`src/sv/rkc_pkg.sv`:
```
// ----------------------------------------------------------------------------
// rkc_pkg
// Shared types and constants for the rotary knob controller.
// ----------------------------------------------------------------------------
package rkc_pkg;

    localparam int unsigned MaxLevelReset = 16;

    typedef enum logic [2:0] {
        CMD_PIN_CHANGE = 3'd0,
        CMD_MODE_SET   = 3'd1,
        CMD_MODE_INC   = 3'd2,
        CMD_MODE_DEC   = 3'd3,
        CMD_LEVEL_SET  = 3'd4,
        CMD_LEVEL_INC  = 3'd5,
        CMD_LEVEL_DEC  = 3'd6,
        CMD_REPORT     = 3'd7
    } t_cmd;

    localparam logic signed [1:0] DirNone = 2'sb00;
    localparam logic signed [1:0] DirUp   = 2'sb01;
    localparam logic signed [1:0] DirDown = 2'sb11;

    typedef struct packed {
        logic [7:0] new_value;
        logic [1:0] encoder_ab;
        logic       button_down;
        t_cmd       command;
    } t_item;

    typedef struct packed {
        logic                    detent_up;
        logic                    detent_down;
        logic signed [2:0]       step_count;
    } t_quad;

    typedef struct packed {
        logic                    is_report;
        logic signed [1:0]       direction;
        logic [7:0]              level;
        logic [7:0]              mode;
    } t_result;

endpackage

```
`src/sv/rotary_knob_controller.sv`:
```
// ----------------------------------------------------------------------------
// rotary_knob_controller
// Quadrature knob decoder with detent counting, mode selector and clamped
// level, driven by pin-change items and host commands.
//
//   Channel  Dir  Bus fields (low bit first)
//   s        in   tuser: command[2:0]; tdata: button_down, encoder_ab, new_value
//   m        out  tuser: is_report; tdata: mode, level, direction
//   cfg      in   i_cfg_wen / i_cfg_wdata: max_level
//
// One item per cycle while the output is not stalled; an accepted input passes the
// input register, then the result register, before its result can be accepted.
// The state update and result share one combinational path between the registers.
// Synchronous active-low reset; max_level resets to 16, knob state and valid flags to zero.
// A stalled output holds its result while the input register still takes
// one more item.
// ----------------------------------------------------------------------------
module rotary_knob_controller
    import rkc_pkg::*;
#(
    parameter int unsigned MODE_COUNT = 8
)
(
    input  logic        i_clk,
    input  logic        i_rst_n,
    input  logic        i_cfg_wen,
    input  logic [7:0]  i_cfg_wdata,
    input  logic        i_s_tvalid,
    output logic        o_s_tready,
    input  logic [15:0] i_s_tdata,   // button_down, encoder_ab[1:0], new_value[7:0]
    input  logic [2:0]  i_s_tuser,   // command[2:0]
    output logic        o_m_tvalid,
    input  logic        i_m_tready,
    output logic [23:0] o_m_tdata,   // mode[7:0], level[7:0], direction[1:0]
    output logic        o_m_tuser    // is_report
);

    logic    r_in_valid;
    t_item   r_in_item;
    logic    advance;
    t_result core_result;
    t_result out_result;
    logic    out_valid;

    assign advance    = r_in_valid && (!out_valid || i_m_tready);
    assign o_s_tready = !r_in_valid || advance;

    always_ff @(posedge i_clk) begin
        if (!i_rst_n) begin
            r_in_valid <= 1'b0;
        end else if (o_s_tready) begin
            r_in_valid <= i_s_tvalid;
        end
    end

    always_ff @(posedge i_clk) begin
        if (o_s_tready && i_s_tvalid) begin
            r_in_item.command     <= t_cmd'(i_s_tuser);
            r_in_item.button_down <= i_s_tdata[0];
            r_in_item.encoder_ab  <= i_s_tdata[2:1];
            r_in_item.new_value   <= i_s_tdata[10:3];
        end
    end

    rkc_core #(
        .MODE_COUNT (MODE_COUNT)
    ) u_core (
        .i_clk       (i_clk),
        .i_rst_n     (i_rst_n),
        .i_cfg_wen   (i_cfg_wen),
        .i_cfg_wdata (i_cfg_wdata),
        .i_advance   (advance),
        .i_item      (r_in_item),
        .o_result    (core_result)
    );

    rkc_out_reg u_out_reg (
        .i_clk    (i_clk),
        .i_rst_n  (i_rst_n),
        .i_load   (advance),
        .i_result (core_result),
        .i_take   (i_m_tready),
        .o_valid  (out_valid),
        .o_result (out_result)
    );

    assign o_m_tvalid = out_valid;
    assign o_m_tdata  = {6'd0, out_result.direction, out_result.level, out_result.mode};
    assign o_m_tuser  = out_result.is_report;

`ifndef NO_ASSERTIONS
    a_in_hold: assert property (@(posedge i_clk) disable iff (!i_rst_n)
        r_in_valid && !advance |=> r_in_valid)
        else $error("input item dropped while stalled");

    a_ready_means_room: assert property (@(posedge i_clk) disable iff (!i_rst_n)
        !o_s_tready |-> r_in_valid && out_valid && !i_m_tready)
        else $error("input stalled without a blocked result");

    a_advance_gives_result: assert property (@(posedge i_clk) disable iff (!i_rst_n)
        advance |=> o_m_tvalid)
        else $error("processed item produced no result");
`endif

endmodule

```
`src/sv/rkc_quad.sv`:
```
// ----------------------------------------------------------------------------
// rkc_quad
// Quadrature step decode and detent accumulation.
// ----------------------------------------------------------------------------
module rkc_quad
    import rkc_pkg::*;
(
    input  logic [1:0]        i_prev_ab,
    input  logic [1:0]        i_ab,
    input  logic signed [2:0] i_step_count,
    output t_quad             o_quad
);

    logic signed [3:0] step;
    logic signed [3:0] sum;
    logic              up;
    logic              down;

    always_comb begin
        case ({i_prev_ab, i_ab})
            4'b1101, 4'b0100, 4'b0010, 4'b1011: begin
                step = -4'sd1;
            end
            4'b1110, 4'b1000, 4'b0001, 4'b0111: begin
                step = 4'sd1;
            end
            default: begin
                step = 4'sd0;
            end
        endcase
    end

    assign sum  = 4'({i_step_count[2], i_step_count}) + step;
    assign up   = (sum == 4'sd4);
    assign down = (sum == -4'sd4);

    assign o_quad.detent_up   = up;
    assign o_quad.detent_down = down;
    assign o_quad.step_count  = (up || down) ? 3'sd0 : sum[2:0];

endmodule

```
`src/sv/rkc_core.sv`:
```
// ----------------------------------------------------------------------------
// rkc_core
// Knob state registers and the single-pass update for one item.
// ----------------------------------------------------------------------------
module rkc_core
    import rkc_pkg::*;
#(
    parameter int unsigned MODE_COUNT = 8
)
(
    input  logic       i_clk,
    input  logic       i_rst_n,
    input  logic       i_cfg_wen,
    input  logic [7:0] i_cfg_wdata,
    input  logic       i_advance,
    input  t_item      i_item,
    output t_result    o_result
);

    logic [7:0]        r_max_level;
    logic [7:0]        r_mode;
    logic [7:0]        r_level;
    logic signed [1:0] r_pending_dir;
    logic signed [2:0] r_step_count;
    logic [1:0]        r_prev_ab;

    logic [7:0]        n_mode;
    logic [7:0]        n_level;
    logic signed [1:0] n_pending_dir;
    logic signed [2:0] n_step_count;
    logic [1:0]        n_prev_ab;

    logic [7:0]        mode_inc_tab [256];
    logic [7:0]        mode_dec_tab [256];
    logic [7:0]        level_inc;
    logic [7:0]        level_dec;
    logic              report;
    t_quad             quad;

    for (genvar g = 0; g < 256; g++) begin : g_mode_tab
        assign mode_inc_tab[g] = 8'((g + 1) % MODE_COUNT);
        if (g == 0) begin : g_zero
            assign mode_dec_tab[g] = 8'(MODE_COUNT - 1);
        end else begin : g_other
            assign mode_dec_tab[g] = 8'((g - 1) % MODE_COUNT);
        end
    end

    rkc_quad u_quad (
        .i_prev_ab    (r_prev_ab),
        .i_ab         (i_item.encoder_ab),
        .i_step_count (r_step_count),
        .o_quad       (quad)
    );

    assign level_inc = (r_level < r_max_level) ? r_level + 8'd1 : r_level;
    assign level_dec = (r_level != 8'd0) ? r_level - 8'd1 : r_level;

    always_comb begin
        n_mode        = r_mode;
        n_level       = r_level;
        n_pending_dir = r_pending_dir;
        n_step_count  = r_step_count;
        n_prev_ab     = r_prev_ab;
        report        = 1'b0;
        case (i_item.command)
            CMD_PIN_CHANGE: begin
                if (i_item.button_down) begin
                    n_mode = mode_inc_tab[r_mode];
                end else begin
                    n_prev_ab    = i_item.encoder_ab;
                    n_step_count = quad.step_count;
                    if (quad.detent_up) begin
                        n_pending_dir = DirUp;
                        n_level       = level_inc;
                    end else if (quad.detent_down) begin
                        n_pending_dir = DirDown;
                        n_level       = level_dec;
                    end
                end
            end
            CMD_MODE_SET: begin
                n_mode = i_item.new_value;
            end
            CMD_MODE_INC: begin
                n_mode = mode_inc_tab[r_mode];
            end
            CMD_MODE_DEC: begin
                n_mode = mode_dec_tab[r_mode];
            end
            CMD_LEVEL_SET: begin
                n_level = i_item.new_value;
            end
            CMD_LEVEL_INC: begin
                n_level = level_inc;
            end
            CMD_LEVEL_DEC: begin
                n_level = level_dec;
            end
            CMD_REPORT: begin
                report        = 1'b1;
                n_pending_dir = DirNone;
            end
            default: begin
                report = 1'b0;
            end
        endcase
    end

    assign o_result.mode      = n_mode;
    assign o_result.level     = n_level;
    assign o_result.direction = report ? r_pending_dir : n_pending_dir;
    assign o_result.is_report = report;

    always_ff @(posedge i_clk) begin
        if (!i_rst_n) begin
            r_max_level <= 8'(MaxLevelReset);
        end else if (i_cfg_wen) begin
            r_max_level <= i_cfg_wdata;
        end
    end

    always_ff @(posedge i_clk) begin
        if (!i_rst_n) begin
            r_mode        <= '0;
            r_level       <= '0;
            r_pending_dir <= DirNone;
            r_step_count  <= '0;
            r_prev_ab     <= '0;
        end else if (i_advance) begin
            r_mode        <= n_mode;
            r_level       <= n_level;
            r_pending_dir <= n_pending_dir;
            r_step_count  <= n_step_count;
            r_prev_ab     <= n_prev_ab;
        end
    end

`ifndef NO_ASSERTIONS
    a_step_range: assert property (@(posedge i_clk) disable iff (!i_rst_n)
        r_step_count != -3'sd4)
        else $error("step count left its range");

    a_dir_code: assert property (@(posedge i_clk) disable iff (!i_rst_n)
        r_pending_dir != 2'sb10)
        else $error("pending direction holds an invalid code");

    a_report_clears: assert property (@(posedge i_clk) disable iff (!i_rst_n)
        i_advance && i_item.command == CMD_REPORT |=> r_pending_dir == DirNone)
        else $error("report did not clear the pending direction");

    a_button_keeps_ab: assert property (@(posedge i_clk) disable iff (!i_rst_n)
        i_advance && i_item.command == CMD_PIN_CHANGE && i_item.button_down
        |=> $stable(r_prev_ab) && $stable(r_step_count))
        else $error("button press disturbed the encoder state");
`endif

endmodule

```
`src/sv/rkc_out_reg.sv`:
```
// ----------------------------------------------------------------------------
// rkc_out_reg
// Result register that holds one item until the downstream side takes it.
// ----------------------------------------------------------------------------
module rkc_out_reg
    import rkc_pkg::*;
(
    input  logic    i_clk,
    input  logic    i_rst_n,
    input  logic    i_load,
    input  t_result i_result,
    input  logic    i_take,
    output logic    o_valid,
    output t_result o_result
);

    logic    r_valid;
    t_result r_result;

    always_ff @(posedge i_clk) begin
        if (!i_rst_n) begin
            r_valid <= 1'b0;
        end else if (i_load) begin
            r_valid <= 1'b1;
        end else if (i_take) begin
            r_valid <= 1'b0;
        end
    end

    always_ff @(posedge i_clk) begin
        if (i_load) begin
            r_result <= i_result;
        end
    end

    assign o_valid  = r_valid;
    assign o_result = r_result;

endmodule
```
`config.mk`:
```
export PLATFORM = sky130hd
export DESIGN_NAME = rotary_knob_controller
export DESIGN_NICKNAME = d
export VERILOG_FILES = /design/src/sv/rkc_pkg.sv /design/src/sv/rotary_knob_controller.sv /design/src/sv/rkc_quad.sv /design/src/sv/rkc_core.sv /design/src/sv/rkc_out_reg.sv
export SDC_FILE = /design/constraint.sdc
export NUM_CORES = 1
export LEC_CHECK = 0
export BUFFER_PORTS_ARGS = -buffer_cell sky130_fd_sc_hd__buf_4
export CORE_MARGIN = 4
export CORE_UTILIZATION = 60
export DETAILED_ROUTE_END_ITERATION = 16
export PLACE_DENSITY = 0.93
export SETUP_SLACK_MARGIN = 0.02
export SLEW_MARGIN = 20
export SYNTH_ARGS = -nofsm -noshare
export SYNTH_HDL_FRONTEND = slang
export SYNTH_SLANG_ARGS = --single-unit
```
`constraint.sdc`:
```
create_clock -name i_clk -period 6.4 [get_ports i_clk]
set_clock_uncertainty 0.1 [all_clocks]
set_input_delay 1.28 -clock i_clk [delete_from_list [all_inputs] [get_ports i_clk]]
set_output_delay 1.28 -clock i_clk [all_outputs]
set_load 0.03 [all_outputs]
```
**After elaboration in Yosys (flattened, before gate mapping)**

Memory sizes are Yosys's and may differ from the RTL's.
Cells that the tools add are included.

- Word-level logic and storage cells: 67
- Memories kept: 3
- Output and inout port bits: 27
- Input bits: 32
- Flip-flop bits (word level): 66
- ROM bits: 4160

- $lt $le $gt $ge: 2
- Reductions and logical operators: 11
- Multiplexer cells: 21
- Bitwise operators: 2
- Equal/unequal tests: 9
- Add/subtract/negate cells: 3

Memories:

| memory | words | width | read ports | clocked after memory_dff | write ports | line | source |
|---|---|---|---|---|---|---|---|
| (no name shown) | 256 | 8 | 1 | 0 | 0 | rkc_core.sv:89 | `n_mode = mode_dec_tab[r_mode];` |
| (no name shown) | 256 | 8 | 1 | 0 | 0 | rkc_core.sv:69 | `n_mode = mode_inc_tab[r_mode];` |
| (no name shown) | 16 | 4 | 1 | 0 | 0 | rkc_quad.sv:20 | `case ({i_prev_ab, i_ab})` |

Operators with widths:

| operator | number |
|---|---|
| 2-to-1 mux 8 bit | 10 |
| one-hot mux 8 bit (4 select lines) | 2 |
| == test 3 bit, second input constant | 4 |
| >= comparator 9 bit, second input constant | 1 |
| inverter 8 -> 9 bit | 1 |
| adder 8 x 1 -> 8 bit, second input constant | 1 |
| < comparator 8 bit | 1 |
| 2-to-1 mux 2 bit | 4 |
| nonzero test 8 bit | 1 |
| subtractor 8 x 1 -> 8 bit, second input constant | 1 |
| == test 3 x 2 -> 1 bit, second input constant | 2 |
| adder 4 bit | 1 |
| == test 4 x 3 -> 1 bit, second input constant | 1 |
| == test 4 bit, second input constant | 1 |
| one-hot mux 2 bit (2 select lines) | 1 |
| == test 3 x 1 -> 1 bit, second input constant | 1 |
| logical NOT 3 bit | 1 |
| logical OR 1 bit | 3 |
| 2-to-1 mux 1 bit | 3 |
| 2-to-1 mux 3 bit | 1 |
| AND reduction 3 bit | 1 |
| logical AND 1 bit | 2 |
| logical NOT 1 bit | 2 |
| nonzero test 2 bit | 1 |
| inverter 1 bit | 1 |

**Longest topological paths before layout**

An unclocked memory read counts as a cell.

- Word-level depth: 8
- Depth in mapped cells: 12
- Gate-level depth less buffers: 12

**Modules after synthesis**

From an unflattened synthesis, not the netlist that was laid out.

- Cells, all modules: 436
- Area, all modules: 4083.9 um^2

Modules (own cells, without submodules):

| module | times used | cells each | sequential area each (um^2) | area each (um^2) |
|---|---|---|---|---|
| rkc_core | 1 | 359 | 620.6 | 2673.8 |
| rkc_out_reg | 1 | 22 | 590.6 | 611.8 |
| rotary_knob_controller | 1 | 28 | 440.4 | 544.3 |
| rkc_quad | 1 | 27 | 0.0 | 254.0 |

**Least setup slack after synthesis**

OpenSTA, ideal clock, no wires.

- Path type: reg-to-reg
- Start: register r_in_item[4] (netlist bit)
- End: register u_core.r_level[2]
- Path slack: 3.186 ns
- Path buffers: 0
- Library setup time: 0.119 ns
- Arrival time: 2.995 ns
- Cell stages (with the launch flop): 13
- Period minus slack after synthesis: 3.214 ns
- Required time: 6.181 ns
- Path through: edfxtp_1 -> inv_1 -> ha_1 -> xnor2_1 -> xnor2_1 -> ha_1 -> fa_1 -> or2_2 -> nor2_1 -> o22ai_1 -> a221oi_1 -> o21ai_1 -> o221a_2

- Cells in the longest elaborated chain, start to end: 7
- Elaborated cells on any way between the ends: 8
- Classes of those cells: 1 x add/sub; 2 x eq/ne; 4 x mux; 1 x memory

Ends and longest elaborated chain:

| what | line | source |
|---|---|---|
| from (decl) | rotary_knob_controller.sv:39 | `t_item r_in_item;` |
| memory (16 x 4 bit) (*) | - |  |
| adder 4 bit (*) | rkc_quad.sv:33 | `assign sum = 4'({i_step_count[2], i_step_count}) + step;` |
| == test 4 x 3 -> 1 bit | rkc_quad.sv:35 | `assign down = (sum == -4'sd4);` |
| 2-to-1 mux 8 bit | rkc_core.sv:76 | `end else if (quad.detent_down) begin` |
| 2-to-1 mux 8 bit (*) | rkc_core.sv:73 | `if (quad.detent_up) begin` |
| 2-to-1 mux 8 bit (*) | rkc_core.sv:68 | `if (i_item.button_down) begin` |
| one-hot mux 8 bit (4 select lines) (*) | rkc_core.sv:66 | `case (i_item.command)` |
| to (signal assigned) | rkc_core.sv:132 | `r_level <= n_level;` |
| to (decl) | rkc_core.sv:22 | `logic [7:0] r_level;` |

Mark *: on every way between the ends. The rest lies on a longest branch, timed or not.
A chain may end at the register's enable or synchronous reset.

**Worst setup path in the final report**

Same ends and word-level chain as after synthesis.

==> impl_metrics.env <==
export IMPL_status="complete, no violations"
export IMPL_setup_viol=0
export IMPL_fmax_ghz=0.264
export IMPL_grt_pass1_wl_mm=16.6
export IMPL_period_needed_ps=3790
export IMPL_syn_inst=447
export IMPL_multi_input_comb_area_mm2=0.00220
export IMPL_vias=3593
export IMPL_clockBufferDepth=2
export IMPL_clkPwrFrac=0.355
export IMPL_cp_max_fo=7
export IMPL_r2r_start="r_in_item[4]$_DFFE_PP_"
export IMPL_vias_per_cell=6.39
export IMPL_fill_cells=492
export IMPL_end_kind="flop"
export IMPL_remaining_drc_errors=0
export IMPL_first_global_vias=3501
export IMPL_synth_most_common_cell="a21oi_1"
export IMPL_grtUsageMet3=0.0658
export IMPL_pin_count=59
export IMPL_holdBufCountCts=0
export IMPL_hold_path_class="flop to flop"
export IMPL_synth_top_area_cell="edfxtp_1"
export IMPL_synth_cell_types=75
export IMPL_regArea_mm2=0.00165
export IMPL_first_iter_violations=308
export IMPL_root_buffer="clkbuf_8"
export IMPL_relSlewSlack=0.416
export IMPL_syn_to_final_growth_pct=13.4
export IMPL_clkLatencyLatePin_ps=350
export IMPL_gp_congestion=0.954
export IMPL_met1_usage=0.310
export IMPL_whs_endpoint="u_core.r_mode[5]$_SDFFE_PN0P_"
export IMPL_rr_endpoint="u_core.r_level[2]$_SDFFE_PN0P_"
export IMPL_rows=29
export IMPL_post_drt_wl_per_cell_um=18.0
export IMPL_clk_pin_slew_worst_paths_ps=70
export IMPL_crit_type="flop to flop"
export IMPL_port_buffers=47
export IMPL_required_ps=6550
export IMPL_worstMarginPinSlew_ps=869
export IMPL_htreeDepth=3
export IMPL_numCtsBuffers=9
export IMPL_power_frac_seq=0.459
export IMPL_netlist_area_leader_share=0.244
export IMPL_power_density_mw_per_mm2=235
export IMPL_grt_util_all_layers=0.251
export IMPL_start_kind="flop"
export IMPL_power_internal_uw=764
export IMPL_ys_flop_type="edfxtp_1"
export IMPL_crit_arrival_ps=3940
export IMPL_die_w_um=90.4
export IMPL_drv_slew=0
export IMPL_pwr_share_comb=0.186
export IMPL_die_h_um=90.4
export IMPL_layout_nets=535
export IMPL_synth_common_cells="a21oi_1 (49), nor2_1 (48), dfxtp_1 (33), edfxtp_1 (33), nand2_1 (32)"
export IMPL_antenna_found_initial=0
export IMPL_cts_setup_buffers=0
export IMPL_synthArstFlopShare=0
export IMPL_syn_area_per_cell_um2=9.10
export IMPL_ctsResizeCount=0
export IMPL_core_mm2=0.00646
export IMPL_hold_violations=0
export IMPL_dp_hpwl_mm=7.21
export IMPL_r2r_slack_ps=2610
export IMPL_synth_edf_count=33
export IMPL_synth_area_leaders="edfxtp_1 (24%), dfxtp_1 (16%), ha_1 (6.8%)"
export IMPL_grt_max_degree=31
export IMPL_drive_gt1_frac=0.163
export IMPL_cts_sinks=66
export IMPL_drv_cap=0
export IMPL_ys_seq_area_frac=0.406
export IMPL_first_pass_iters=5
export IMPL_yosys_warnings=0
export IMPL_initial_core_util=0.630
export IMPL_n_antenna_cell=0
export IMPL_min_path_cells=2
export IMPL_synth_seq_cells=66
export IMPL_use_met2=0.405
export IMPL_grt_overflow_total=0
export IMPL_place_area_mm2=0.00440
export IMPL_wl_mm=10.1
export IMPL_gr_max_usage_layer="met2"
export IMPL_cts_tree="yes"
export IMPL_switching_share=0.294
export IMPL_ant_nets=0
export IMPL_ff2ff_path_depth=12
export IMPL_ir_worst_vdd_v=0.000163
export IMPL_p_sw_uw=319
export IMPL_syn_area_mm2=0.00407
export IMPL_hold_start="u_core.r_mode[5]$_SDFFE_PN0P_"
export IMPL_fin_tns_setup_ps=0
export IMPL_power_leakage_nw=1.86
export IMPL_rsz0062_at_grt="no"
export IMPL_final_period_utilization=0.593
export IMPL_dieArea_mm2=0.00816
export IMPL_fin_area_mm2=0.00461
## power by group through the flow
| stage | logic, mW | registers [mW] | clock network (mW) |
|---|---|---|---|
| floorplan | 0.142 | 0.503 | 0 |
| global placement | 0.192 | 0.504 | 0 |
| detailed placement | 0.198 | 0.505 | 0 |
| CTS | 0.200 | 0.495 | 0.389 |
| global route | 0.221 | 0.500 | 0.408 |
| finish | 0.202 | 0.497 | 0.384 |
## cells in the final DEF (no fill, tap or decap), types with 3 or more instances in the layout
cell type / instances
a221oi_1: 3
o31ai_1: 4
a31oi_1: 6
a21oi_1: 49
edfxtp_1: 33
ha_1: 22
o22ai_1: 5
conb_1: 6
o21a_1: 3
nand2_1: 32
buf_4: 48
a31o_2: 3
nand3_1: 7
clkbuf_8: 9
mux2i_1: 16
nor3_1: 6
a211oi_1: 6
xnor2_1: 8
inv_1: 23
a22o_1: 5
o32ai_1: 4
nor2_1: 48
a211o_1: 5
and3_1: 7
o211ai_1: 4
dfxtp_1: 33
nor2b_1: 3
o21ai_0: 20
nand2b_1: 7
## final cells by class
type,instances,area share
Clock buffer,9,0.0268
Clock inverter,7,0.0203
Inverter,23,0.0187
Multi-Input combinational cell,332,0.477
Sequential cell,66,0.358
Tap cell,77,0.0209
Timing Repair Buffer,48,0.0781
## state kept, by name, summed over array words and instances, names as in the netlist, 2 cells and up
signal and count:
u_core.r_step_count 3, r_in_item 14, u_core.r_pending_dir 2, u_core.r_mode 8
u_out_reg.o_result 19, u_core.r_prev_ab 2, u_core.r_level 8, u_core.r_max_level 8
## logic make-up after synthesis
kind of cell    after synthesis  synth area share
fa+ha+maj                    24            0.0750
flops                        66             0.406
mux                          17            0.0449
compound gates              145             0.239
other cells                   1          0.000922
buf+inv                      54            0.0575
xor+xnor                      9            0.0194
simple gates                131             0.158
## per-layer routing
layer  vias to the layer above  wire (um)
met1                      1693       4180
met3                        27        793
li1                       1709          -
met5                         -          0
met4                         0        255
met2                       164       4860
## per-stage QoR
stage | setup WS [ps] | power (mW) | std cells | hold slack (ps) | util
floorplan | 3190 | 0.645 | 452 | 337 | -
global placement | 2780 | 0.696 | 546 | 343 | 0.681
detailed placement | 2670 | 0.703 | 546 | 360 | 0.681
CTS | 2650 | 1.08 | 562 | 371 | 0.714
global route | 2380 | 1.13 | 562 | 402 | 0.714
finish | 2610 | 1.08 | 562 | 369 | 0.714
## worst max-delay path, cell delays in order, from the launching register on
cell	delay [ps]
edfxtp_1	420
inv_1	90
ha_1	310
xnor2_1	190
xnor2_1	170
ha_1	230
fa_1	460
or2_2	370
nor2_1	390
o22ai_1	130
a221oi_1	380
o21ai_1	160
o221a_2	290
## how the worst max path moves through the flow
stage | cells after the start | end | startpoint
6_report | 12 | u_core.r_level[2]$_SDFFE_PN0P_ | r_in_item[4]$_DFFE_PP_
5_1_grt | 12 | u_out_reg.o_result[12]$_DFFE_PP_ | r_in_item[4]$_DFFE_PP_
4_1_cts | 12 | u_core.r_level[2]$_SDFFE_PN0P_ | r_in_item[4]$_DFFE_PP_
3_5_place_dp | 12 | u_core.r_level[2]$_SDFFE_PN0P_ | r_in_item[4]$_DFFE_PP_
3_3_place_gp | 12 | u_core.r_level[2]$_SDFFE_PN0P_ | r_in_item[4]$_DFFE_PP_
2_1_floorplan | 12 | u_core.r_level[2]$_SDFFE_PN0P_ | r_in_item[4]$_DFFE_PP_
Power figures use the tool's default switching activity.
